### config.mk
export PLATFORM = sky130hd
export DESIGN_NAME = switched_graph_reachability
export DESIGN_NICKNAME = d
export VERILOG_FILES = /design/src/sgr_pkg.sv /design/src/sgr_cfg.sv /design/src/switched_graph_reachability.sv
export SDC_FILE = /design/constraint.sdc
export NUM_CORES = 2
export LEC_CHECK = 0
export BUFFER_PORTS_ARGS = -buffer_cell sky130_fd_sc_hd__buf_2
export CORE_ASPECT_RATIO = 0.5
export CORE_MARGIN = 2
export CORE_UTILIZATION = 55
export CTS_CLUSTER_SIZE = 10
export DETAILED_ROUTE_END_ITERATION = 6
export PLACE_DENSITY = 0.71
export REMOVE_ABC_BUFFERS = 1
export SLEW_MARGIN = 5
export SYNTH_ARGS = -nofsm -noshare
export SYNTH_HDL_FRONTEND = slang
export SYNTH_SLANG_ARGS = --single-unit
### constraint.sdc
create_clock -name aclk -period 8.55 [get_ports aclk]
set_clock_uncertainty 0.15 [all_clocks]
set_input_delay 1.2825 -clock aclk [delete_from_list [all_inputs] [get_ports aclk]]
set_output_delay 1.2825 -clock aclk [all_outputs]
set_load 0.02 [all_outputs]
### src/sgr_pkg.sv
// Package with shared constants, codes and types for the switched graph reachability block.
`timescale 1ns / 1ps
package sgr_pkg;

    localparam int MAX_NODES = 16;
    localparam int MAX_EDGES = 32;

    localparam int NODE_IW  = $clog2(MAX_NODES);
    localparam int CNT_W    = $clog2(MAX_NODES + 1);
    localparam int FREE_W   = $clog2(MAX_EDGES + 1);
    localparam int ADDR_W   = 2 * NODE_IW;

    localparam int MODE_W   = 3;
    localparam int NODE_W   = 5;
    localparam int LABEL_W  = 6;
    localparam int STATUS_W = 2;
    localparam int NCNT_W   = 5;
    localparam int BUDGET_W = 6;

    localparam int PADDR_W  = 3;
    localparam int PDATA_W  = 32;

    localparam logic [MODE_W-1:0] MODE_CONNECT    = 3'd0;
    localparam logic [MODE_W-1:0] MODE_DISCONNECT = 3'd1;
    localparam logic [MODE_W-1:0] MODE_DEL_LABEL  = 3'd2;
    localparam logic [MODE_W-1:0] MODE_CLEAR_ALL  = 3'd3;
    localparam logic [MODE_W-1:0] MODE_SEARCH     = 3'd4;
    localparam logic [MODE_W-1:0] MODE_CLEAR_VIS  = 3'd5;

    localparam logic [STATUS_W-1:0] ST_DONE    = 2'd0;
    localparam logic [STATUS_W-1:0] ST_IGNORED = 2'd1;
    localparam logic [STATUS_W-1:0] ST_RANGE   = 2'd2;
    localparam logic [STATUS_W-1:0] ST_NONE    = 2'd3;

    localparam logic [PADDR_W-3:0] REG_NODE_COUNT  = 1'd0;
    localparam logic [PADDR_W-3:0] REG_EDGE_BUDGET = 1'd1;

    typedef struct packed {
        logic [CNT_W-1:0]  eff_nodes;
        logic [FREE_W-1:0] eff_budget;
    } cfg_t;

endpackage

### src/sgr_cfg.sv
// Configuration registers with APB access and saturation of the node count and edge budget.
`timescale 1ns / 1ps
module sgr_cfg (
    input  logic                          aclk,
    input  logic                          aresetn,
    input  logic                          psel,
    input  logic                          penable,
    input  logic                          pwrite,
    input  logic [sgr_pkg::PADDR_W-1:0]   paddr,
    input  logic [sgr_pkg::PDATA_W-1:0]   pwdata,
    output logic [sgr_pkg::PDATA_W-1:0]   prdata,
    output logic                          pready,
    output sgr_pkg::cfg_t                 cfg
);

    logic [sgr_pkg::NCNT_W-1:0]   node_count_reg;
    logic [sgr_pkg::BUDGET_W-1:0] edge_budget_reg;
    logic [sgr_pkg::PADDR_W-3:0]  idx;
    logic                         wr_en;

    assign idx    = paddr[sgr_pkg::PADDR_W-1:2];
    assign wr_en  = psel && penable && pwrite;
    assign pready = 1'b1;

    always_ff @(posedge aclk) begin
        if (!aresetn) begin
            node_count_reg  <= sgr_pkg::NCNT_W'(16);
            edge_budget_reg <= sgr_pkg::BUDGET_W'(32);
        end else if (wr_en) begin
            unique case (idx)
                sgr_pkg::REG_NODE_COUNT:  node_count_reg  <= pwdata[sgr_pkg::NCNT_W-1:0];
                sgr_pkg::REG_EDGE_BUDGET: edge_budget_reg <= pwdata[sgr_pkg::BUDGET_W-1:0];
                default: ;
            endcase
        end
    end

    always_comb begin
        unique case (idx)
            sgr_pkg::REG_NODE_COUNT:
                prdata = sgr_pkg::PDATA_W'(node_count_reg);
            sgr_pkg::REG_EDGE_BUDGET:
                prdata = sgr_pkg::PDATA_W'(edge_budget_reg);
            default:
                prdata = '0;
        endcase
    end

    always_comb begin
        if (node_count_reg == '0)
            cfg.eff_nodes = sgr_pkg::CNT_W'(1);
        else if (32'(node_count_reg) > sgr_pkg::MAX_NODES)
            cfg.eff_nodes = sgr_pkg::CNT_W'(sgr_pkg::MAX_NODES);
        else
            cfg.eff_nodes = sgr_pkg::CNT_W'(node_count_reg);
        if (edge_budget_reg == '0)
            cfg.eff_budget = sgr_pkg::FREE_W'(1);
        else if (32'(edge_budget_reg) > sgr_pkg::MAX_EDGES)
            cfg.eff_budget = sgr_pkg::FREE_W'(sgr_pkg::MAX_EDGES);
        else
            cfg.eff_budget = sgr_pkg::FREE_W'(edge_budget_reg);
    end

endmodule

### src/switched_graph_reachability.sv
// Top level: edge label memory, depth-first search sequencer and result register.
//
//  channel   direction  handshake          payload
//  s_        in         s_valid/s_ready    s_mode s_node_a s_node_b s_edge_label
//  m_        out        m_valid/m_ready    m_status m_visited_node m_last
//  APB       in         psel/penable       paddr pwdata -> prdata, pready tied high
//
// One item at a time; the single-port edge memory (one read or one write a cycle,
// registered read data) sets the pace. Connect and disconnect read the entry, check it
// and write both halves; label removal reads each upper-triangle entry and clears both
// halves of a match; a search reads one entry per neighbor probe and pops to backtrack.
// Reset is synchronous; it empties the matrix at once through per-entry valid bits.
// A stalled m_ready holds the search until the result register frees up.
`timescale 1ns / 1ps
module switched_graph_reachability (
    input  logic                           aclk,
    input  logic                           aresetn,
    input  logic                           s_valid,
    output logic                           s_ready,
    input  logic [sgr_pkg::MODE_W-1:0]     s_mode,
    input  logic [sgr_pkg::NODE_W-1:0]     s_node_a,
    input  logic [sgr_pkg::NODE_W-1:0]     s_node_b,
    input  logic [sgr_pkg::LABEL_W-1:0]    s_edge_label,
    output logic                           m_valid,
    input  logic                           m_ready,
    output logic [sgr_pkg::STATUS_W-1:0]   m_status,
    output logic [sgr_pkg::NODE_W-1:0]     m_visited_node,
    output logic                           m_last,
    input  logic                           psel,
    input  logic                           penable,
    input  logic                           pwrite,
    input  logic [sgr_pkg::PADDR_W-1:0]    paddr,
    input  logic [sgr_pkg::PDATA_W-1:0]    pwdata,
    output logic [sgr_pkg::PDATA_W-1:0]    prdata,
    output logic                           pready
);

    localparam logic [3:0] S_IDLE  = 4'd0;
    localparam logic [3:0] S_C_CHK = 4'd1;
    localparam logic [3:0] S_C_W2  = 4'd2;
    localparam logic [3:0] S_D_RD  = 4'd3;
    localparam logic [3:0] S_D_CHK = 4'd4;
    localparam logic [3:0] S_D_LD  = 4'd5;
    localparam logic [3:0] S_L_RD  = 4'd6;
    localparam logic [3:0] S_L_CHK = 4'd7;
    localparam logic [3:0] S_L_W2  = 4'd8;
    localparam logic [3:0] S_FIN   = 4'd9;

    localparam int IW = sgr_pkg::NODE_IW;
    localparam int CW = sgr_pkg::CNT_W;
    localparam int FW = sgr_pkg::FREE_W;
    localparam int AW = sgr_pkg::ADDR_W;
    localparam int LW = sgr_pkg::LABEL_W;
    localparam int NW = sgr_pkg::NODE_W;
    localparam int DEPTH = sgr_pkg::MAX_NODES * sgr_pkg::MAX_NODES;

    sgr_pkg::cfg_t cfg;

    sgr_cfg u_cfg (
        .aclk    (aclk),
        .aresetn (aresetn),
        .psel    (psel),
        .penable (penable),
        .pwrite  (pwrite),
        .paddr   (paddr),
        .pwdata  (pwdata),
        .prdata  (prdata),
        .pready  (pready),
        .cfg     (cfg)
    );

    // edge label memory
    logic [LW-1:0]    mem [DEPTH];
    logic [DEPTH-1:0] mem_vld_reg;
    logic [LW-1:0]    rd_data_reg;
    logic             mem_re, mem_we, mem_clr;
    logic [AW-1:0]    mem_ra, mem_wa;
    logic [LW-1:0]    mem_wd;

    // search stack
    logic [IW-1:0] stk_node [sgr_pkg::MAX_NODES];
    logic [CW-1:0] stk_next [sgr_pkg::MAX_NODES];
    logic [IW-1:0] stk_node_q;
    logic [CW-1:0] stk_next_q;
    logic          sn_we, sx_we;
    logic [IW-1:0] sn_wa, sx_wa, sn_wd, stk_ra;
    logic [CW-1:0] sx_wd;

    logic [3:0]                    state_reg, state_next;
    logic [sgr_pkg::MODE_W-1:0]    mode_reg, mode_next;
    logic [IW-1:0]                 a_reg, a_next, b_reg, b_next;
    logic [LW-1:0]                 label_reg, label_next;
    logic [IW-1:0]                 cur_reg, cur_next;
    logic [CW-1:0]                 j_reg, j_next;
    logic [CW-1:0]                 depth_reg, depth_next;
    logic [FW-1:0]                 free_reg, free_next;
    logic [sgr_pkg::MAX_NODES-1:0] visited_reg, visited_next;
    logic                          pend_valid_reg, pend_valid_next;
    logic [NW-1:0]                 pend_node_reg, pend_node_next;
    logic [sgr_pkg::STATUS_W-1:0]  status_reg, status_next;

    logic                          emit;
    logic [sgr_pkg::STATUS_W-1:0]  e_status;
    logic [NW-1:0]                 e_node;
    logic                          e_last;
    logic                          out_free;
    logic                          a_ok, b_ok;
    logic [IW-1:0]                 j_idx;
    logic [FW-1:0]                 free_inc;

    assign out_free = !m_valid || m_ready;
    assign s_ready  = (state_reg == S_IDLE);
    assign a_ok     = (s_node_a != '0) && (CW'(s_node_a) <= cfg.eff_nodes);
    assign b_ok     = (s_node_b != '0) && (CW'(s_node_b) <= cfg.eff_nodes);
    assign j_idx    = j_reg[IW-1:0];
    assign free_inc = (free_reg < cfg.eff_budget) ? FW'(free_reg + 1'b1) : free_reg;
    assign stk_ra   = IW'(depth_next - 1'b1);

    always_comb begin
        state_next      = state_reg;
        mode_next       = mode_reg;
        a_next          = a_reg;
        b_next          = b_reg;
        label_next      = label_reg;
        cur_next        = cur_reg;
        j_next          = j_reg;
        depth_next      = depth_reg;
        free_next       = free_reg;
        visited_next    = visited_reg;
        pend_valid_next = pend_valid_reg;
        pend_node_next  = pend_node_reg;
        status_next     = status_reg;
        emit     = 1'b0;
        e_status = sgr_pkg::ST_DONE;
        e_node   = '0;
        e_last   = 1'b0;
        mem_re   = 1'b0;
        mem_ra   = '0;
        mem_we   = 1'b0;
        mem_wa   = '0;
        mem_wd   = '0;
        mem_clr  = 1'b0;
        sn_we    = 1'b0;
        sn_wa    = '0;
        sn_wd    = '0;
        sx_we    = 1'b0;
        sx_wa    = '0;
        sx_wd    = '0;

        unique case (state_reg)
            S_IDLE: begin
                if (s_valid) begin
                    mode_next   = s_mode;
                    a_next      = IW'(s_node_a - 1'b1);
                    b_next      = IW'(s_node_b - 1'b1);
                    label_next  = s_edge_label;
                    status_next = sgr_pkg::ST_IGNORED;
                    state_next  = S_FIN;
                    case (s_mode) inside
                        sgr_pkg::MODE_CONNECT, sgr_pkg::MODE_DISCONNECT: begin
                            if (!a_ok || !b_ok) begin
                                status_next = sgr_pkg::ST_RANGE;
                            end else begin
                                mem_re     = 1'b1;
                                mem_ra     = {IW'(s_node_a - 1'b1), IW'(s_node_b - 1'b1)};
                                state_next = S_C_CHK;
                            end
                        end
                        sgr_pkg::MODE_DEL_LABEL: begin
                            if (s_edge_label != '0) begin
                                cur_next   = '0;
                                j_next     = '0;
                                state_next = S_L_RD;
                            end
                        end
                        sgr_pkg::MODE_CLEAR_ALL: begin
                            mem_clr     = 1'b1;
                            free_next   = cfg.eff_budget;
                            status_next = sgr_pkg::ST_DONE;
                        end
                        sgr_pkg::MODE_SEARCH: begin
                            if (!a_ok) begin
                                status_next = sgr_pkg::ST_RANGE;
                            end else begin
                                status_next = sgr_pkg::ST_NONE;
                                if (!visited_reg[IW'(s_node_a - 1'b1)]) begin
                                    visited_next[IW'(s_node_a - 1'b1)] = 1'b1;
                                    pend_valid_next = 1'b1;
                                    pend_node_next  = s_node_a;
                                end
                                sn_we      = 1'b1;
                                sn_wa      = '0;
                                sn_wd      = IW'(s_node_a - 1'b1);
                                cur_next   = IW'(s_node_a - 1'b1);
                                j_next     = '0;
                                depth_next = CW'(1);
                                state_next = S_D_RD;
                            end
                        end
                        sgr_pkg::MODE_CLEAR_VIS: begin
                            visited_next = '0;
                            status_next  = sgr_pkg::ST_DONE;
                        end
                        default: ;
                    endcase
                end
            end
            S_C_CHK: begin
                state_next = S_FIN;
                if (mode_reg == sgr_pkg::MODE_CONNECT) begin
                    if (free_reg != '0 && label_reg != '0 && rd_data_reg == '0) begin
                        mem_we      = 1'b1;
                        mem_wa      = {a_reg, b_reg};
                        mem_wd      = label_reg;
                        free_next   = FW'(free_reg - 1'b1);
                        status_next = sgr_pkg::ST_DONE;
                        state_next  = S_C_W2;
                    end
                end else if (rd_data_reg != '0) begin
                    mem_we      = 1'b1;
                    mem_wa      = {a_reg, b_reg};
                    free_next   = free_inc;
                    status_next = sgr_pkg::ST_DONE;
                    state_next  = S_C_W2;
                end
            end
            S_C_W2: begin
                mem_we     = 1'b1;
                mem_wa     = {b_reg, a_reg};
                mem_wd     = (mode_reg == sgr_pkg::MODE_CONNECT) ? label_reg : '0;
                state_next = S_FIN;
            end
            S_D_RD: begin
                if (j_reg >= cfg.eff_nodes) begin
                    depth_next = CW'(depth_reg - 1'b1);
                    state_next = (depth_reg == CW'(1)) ? S_FIN : S_D_LD;
                end else begin
                    mem_re     = 1'b1;
                    mem_ra     = {cur_reg, j_idx};
                    state_next = S_D_CHK;
                end
            end
            S_D_LD: begin
                cur_next   = stk_node_q;
                j_next     = stk_next_q;
                state_next = S_D_RD;
            end
            S_D_CHK: begin
                if (rd_data_reg != '0 && !visited_reg[j_idx]) begin
                    if (!pend_valid_reg || out_free) begin
                        if (pend_valid_reg) begin
                            emit     = 1'b1;
                            e_status = sgr_pkg::ST_DONE;
                            e_node   = pend_node_reg;
                        end
                        pend_valid_next     = 1'b1;
                        pend_node_next      = NW'(j_reg + 1'b1);
                        visited_next[j_idx] = 1'b1;
                        sx_we = 1'b1;
                        sx_wa = IW'(depth_reg - 1'b1);
                        sx_wd = CW'(j_reg + 1'b1);
                        if (32'(depth_reg) < sgr_pkg::MAX_NODES) begin
                            sn_we      = 1'b1;
                            sn_wa      = depth_reg[IW-1:0];
                            sn_wd      = j_idx;
                            depth_next = CW'(depth_reg + 1'b1);
                            cur_next   = j_idx;
                            j_next     = '0;
                        end else begin
                            j_next = CW'(j_reg + 1'b1);
                        end
                        state_next = S_D_RD;
                    end
                end else begin
                    j_next     = CW'(j_reg + 1'b1);
                    state_next = S_D_RD;
                end
            end
            S_L_RD: begin
                if (j_reg >= cfg.eff_nodes) begin
                    if (CW'(cur_reg) + 1'b1 >= cfg.eff_nodes) begin
                        state_next = S_FIN;
                    end else begin
                        cur_next = IW'(cur_reg + 1'b1);
                        j_next   = CW'(cur_reg) + 1'b1;
                    end
                end else begin
                    mem_re     = 1'b1;
                    mem_ra     = {cur_reg, j_idx};
                    state_next = S_L_CHK;
                end
            end
            S_L_CHK: begin
                if (rd_data_reg == label_reg) begin
                    mem_we      = 1'b1;
                    mem_wa      = {cur_reg, j_idx};
                    free_next   = free_inc;
                    status_next = sgr_pkg::ST_DONE;
                    state_next  = S_L_W2;
                end else begin
                    j_next     = CW'(j_reg + 1'b1);
                    state_next = S_L_RD;
                end
            end
            S_L_W2: begin
                mem_we     = 1'b1;
                mem_wa     = {j_idx, cur_reg};
                j_next     = CW'(j_reg + 1'b1);
                state_next = S_L_RD;
            end
            S_FIN: begin
                if (out_free) begin
                    emit   = 1'b1;
                    e_last = 1'b1;
                    if (pend_valid_reg) begin
                        e_status = sgr_pkg::ST_DONE;
                        e_node   = pend_node_reg;
                    end else begin
                        e_status = status_reg;
                    end
                    pend_valid_next = 1'b0;
                    depth_next      = '0;
                    state_next      = S_IDLE;
                end
            end
            default: state_next = S_IDLE;
        endcase
    end

    always_ff @(posedge aclk) begin
        if (!aresetn) begin
            state_reg      <= S_IDLE;
            depth_reg      <= '0;
            free_reg       <= FW'(sgr_pkg::MAX_EDGES);
            visited_reg    <= '0;
            pend_valid_reg <= 1'b0;
            m_valid        <= 1'b0;
        end else begin
            state_reg      <= state_next;
            depth_reg      <= depth_next;
            free_reg       <= free_next;
            visited_reg    <= visited_next;
            pend_valid_reg <= pend_valid_next;
            if (emit)
                m_valid <= 1'b1;
            else if (m_ready)
                m_valid <= 1'b0;
        end
    end

    always_ff @(posedge aclk) begin
        mode_reg      <= mode_next;
        a_reg         <= a_next;
        b_reg         <= b_next;
        label_reg     <= label_next;
        cur_reg       <= cur_next;
        j_reg         <= j_next;
        pend_node_reg <= pend_node_next;
        status_reg    <= status_next;
        if (emit) begin
            m_status       <= e_status;
            m_visited_node <= e_node;
            m_last         <= e_last;
        end
    end

    always_ff @(posedge aclk) begin
        if (!aresetn || mem_clr)
            mem_vld_reg <= '0;
        else if (mem_we)
            mem_vld_reg[mem_wa] <= 1'b1;
    end

    always_ff @(posedge aclk) begin
        if (mem_we)
            mem[mem_wa] <= mem_wd;
        if (mem_re)
            rd_data_reg <= mem_vld_reg[mem_ra] ? mem[mem_ra] : '0;
    end

    always_ff @(posedge aclk) begin
        if (sn_we)
            stk_node[sn_wa] <= sn_wd;
        if (sx_we)
            stk_next[sx_wa] <= sx_wd;
        stk_node_q <= stk_node[stk_ra];
        stk_next_q <= stk_next[stk_ra];
    end

`ifndef SYNTH
    a_idle_no_pend: assert property (@(posedge aclk) disable iff (!aresetn)
        state_reg == S_IDLE |-> !pend_valid_reg)
        else $error("pending search result left over in idle");
    a_free_bound: assert property (@(posedge aclk) disable iff (!aresetn)
        32'(free_reg) <= sgr_pkg::MAX_EDGES)
        else $error("free edge count above maximum");
    a_depth_bound: assert property (@(posedge aclk) disable iff (!aresetn)
        32'(depth_reg) <= sgr_pkg::MAX_NODES)
        else $error("search stack overflow");
    a_one_port: assert property (@(posedge aclk) disable iff (!aresetn)
        mem_we |-> !mem_re)
        else $error("edge memory read and write in one cycle");
    a_emit_free: assert property (@(posedge aclk) disable iff (!aresetn)
        emit |-> out_free)
        else $error("result beat overwritten");
`endif

endmodule

==> metrics.md <==
| Metric | Value |
|---|---|
| Residual DRC count | `0` |
| H-Tree Depth | `4` |
| Kind of critical path | `in2reg` |
| Commonest non-fill, non-tap cell in the layout | `edfxtp_1` |
| Synth Cell Area | `83,800 um2` |
| Worst-Margin Slew | `1340 ps` |
| FFs w/ async S/R, synth | `0%` |
| Cells after synthesis | `6,631` |
| Pwr/cell area | `262 nW/um2` |
| Proportion of synthesized area in mux cells | `4.79%` |
| Final worst slack | `1530 ps` |
| R2R setup slack | `1590 ps` |
| GRT Total Usage | `30.7%` |
| Hold Path Cell Cnt | `1` |
| Routed WL | `241,000 um` |
| Ratio of cells with drive above 1 in the final layout | `8.16%` |
| Max stage delay cell, worst path | `nor4_1` |
| Vias per cell | `6.43` |
| Post-synth top area share | `61.9%` |
| Simple-gate area share of the yosys netlist | `14.1%` |
| Worst path required time | `9120 ps` |
| # fillers | `11,331` |
| 1st-pass router iterations | `6` |
| Top Family by Delay on Critical Path | `simple AND/OR/NAND/NOR gates` |
| Most frequent CP cell | `buf_4` |
| Critical path's largest stage delay | `830 ps` |
| Final Total Pwr | `24.2 mW` |
| Max_slew headroom | `10.5%` |
| Synth cell types | `90` |
| Min-Delay Endpoint | `mem_vld_reg[29]` |
| CTS max path bufs | `3` |
| Avg WL per Cell | `27.2 um` |
| Fin cells | `8,851` |
| Status | `complete, no violations` |
| CTS Buf Count | `222` |
| Hold_sp | `mem_vld_reg[29]` |
| Xor/xnor share of the synthesized area | `0.314%` |
| Synth top area cells | `edfxtp_1, dfxtp_1, nand2_1` |
| Number of global-route vias before repair | `54,499` |
| Synth Area in Adders | `0.672%` |
| Critical R2R Capture | `rd_data_reg[2]` |
| Max FFs per register | `1,536` |
| DIE AREA | `156,000 um2` |
| Critical path data arrival time | `7590 ps` |
| Top Ports | `104` |
| RSZ-0062 raised after global routing | `no` |
| Chip width | `556 um` |
| Initial antenna violation count | `8` |
| Post-CTS Resized | `0` |
| Synth Area in Compound Gates | `8.08%` |
| Pre-CTS setup slack | `959 ps` |
| Clock sink count | `2,036` |
| Initial Utilization | `55.3%` |
| Fmax | `142 MHz` |
| Pins Over Slew Limit | `0` |
| CTS root buf | `clkbuf_16` |
| Crit path buf inv count | `6` |
| Max_cap viols | `0` |
| Worst-path cell chain | `buf_2, inv_1, ha_1, nor4b_1, or3b_2, o31ai_4, buf_4, buf_4, a21oi_4, buf_4, mux2i_1, a221oi_1, nor4_1, nor4_1, buf_4, a211oi_2, o31a_1` |
| Largest net degree at the start of global routing | `207` |
| Global route overflow | `0` |
| Post-DP HPWL | `149,000 um` |
| Layout area overhead | `10.6%` |
| CORE AREA | `152,000 um2` |
| Hold slack | `309 ps` |
| Cells on worst reg2reg path | `16` |
| Clk slew on worst S/H paths | `60 ps` |
| Initial DRC count | `8,505` |
| Peak supply drop | `0.000258 V` |
| Net count, final | `6,751` |
| Number of synthesized flops with an enable pin | `1,727` |
| Final Util | `61.1%` |
| Postcts setup bufs | `0` |
| Primary FF master, synth | `edfxtp_1` |
| First-pass GRT wire length | `353,000 um` |
| CTS tree | `done` |
| CP startpoint | `s_node_a[0]` |
| Clk Latency, worst-skew pair | `860 ps` |
| Fin. Hold Viols | `0` |
| Post-synthesis register bit count | `2,036` |
| Yosys warns | `0` |
| Critical R2R Launch | `u_cfg.node_count_reg[4]` |
| Largest family of logic cells by synthesized area | `simple AND/OR/NAND/NOR gates` |
| Post-route ant nets | `0` |
| Row count | `101` |
| Avg Cell Area, Syn | `12.6 um2` |
| # hold bufs at CTS | `0` |
| Part of the cycle the worst path needs | `82.1%` |
| Crit start category | `input port` |
| Most frequent cells in the layout | `edfxtp_1, nand2_1, nand3_1` |
| Synth area leader | `edfxtp_1` |
| Cell Count Post-Placement | `8,429` |
| PortBufs | `48` |
| Die height | `280 um` |
| CP endpoint kind | `register` |
| Path type of the worst min-delay path | `reg2reg` |
| Crit Path Max Fanout | `36` |
| Final Wtd Congestion | `0.930` |
| Final setup violation count | `0` |
| Via count | `56,881` |
| Period minus WS final | `7020 ps` |
| Post-synthesis sequential area ratio | `69.3%` |
| P_leak | `30.2 nW` |
## how the worst max path moves through the flow
stage / endpoint / slack [ps] / cells past startpoint
2_1_floorplan: rd_data_reg[1] / -16940 / 11
3_3_place_gp: rd_data_reg[2] / 980 / 17
3_5_place_dp: rd_data_reg[3] / 960 / 17
4_1_cts: rd_data_reg[2] / 1770 / 16
5_1_grt: rd_data_reg[2] / 1410 / 16
6_report: rd_data_reg[2] / 1530 / 17
## where the power goes
group	leakage (nW)	internal, mW	switching (mW)
Sequential	16.4	11.1	0.253
Clock	3.10	4.95	3.86
Combinational	10.7	1.15	2.91
Total	30.2	17.2	7.02
## metal layers
metal  global-route usage (%)  vias to the layer above  routed length, um
li1                         -                    24512                  -
met1                     42.7                    28124              92700
met2                     46.0                     3678             108000
met3                     8.42                      561              31600
met4                     12.0                        6               9130
met5                    0.154                        -                 51
## through the flow
stage	setup TNS, ps	cell area (um2)
floorplan	-112380	81700
global placement	0	86100
detailed placement	0	86100
CTS	0	92600
global route	0	92600
finish	0	92600
## synth_stat cells, types with 9 or more instances
cell          n
nor2_1      415
nor2b_1      31
xnor2_1      15
clkbuf_1    189
o31a_1        9
o22ai_1      35
a22oi_1      41
a31oi_1      40
edfxtp_1   1727
a21o_1       10
buf_6        12
dfxtp_1     309
buf_1        31
xor2_1       10
o211ai_1     17
nand3_1     581
and2_1       31
ha_1         45
mux2i_1     294
inv_1        41
nor3_1       63
a21oi_1     184
o21a_1      277
nor4_1       20
a211oi_1     37
o21ai_0      63
buf_2       137
a221oi_1     22
a32oi_1      97
nand4_1      84
mux4_2       45
a21boi_0      9
and3_1       19
o2111ai_1    18
nand2_1    1470
buf_4        62
a311oi_1      9
## cell type report
cell class / instances / area (um2) / share of cell area (%)
clock buffer: 403 / 6270 / 6.76
tap: 2008 / 2510 / 2.71
sequential: 2036 / 58000 / 62.7
multi-input combinational: 4145 / 23700 / 25.6
clock inverter: 16 / 294 / 0.317
antenna: 3 / 7.51 / 0.00810
timing repair buffer: 197 / 1620 / 1.75
inverter: 43 / 174 / 0.188
## logic make-up after synthesis
logic type	after synthesis
AO/OA/AOI/OAI	943
XOR/XNOR	27
adder cells (fa/ha/maj)	45
buffers and inverters	475
flip-flops	2036
multiplexers	344
other	2
AND/OR/NAND/NOR	2759
(Power assumes the default switching activity.)
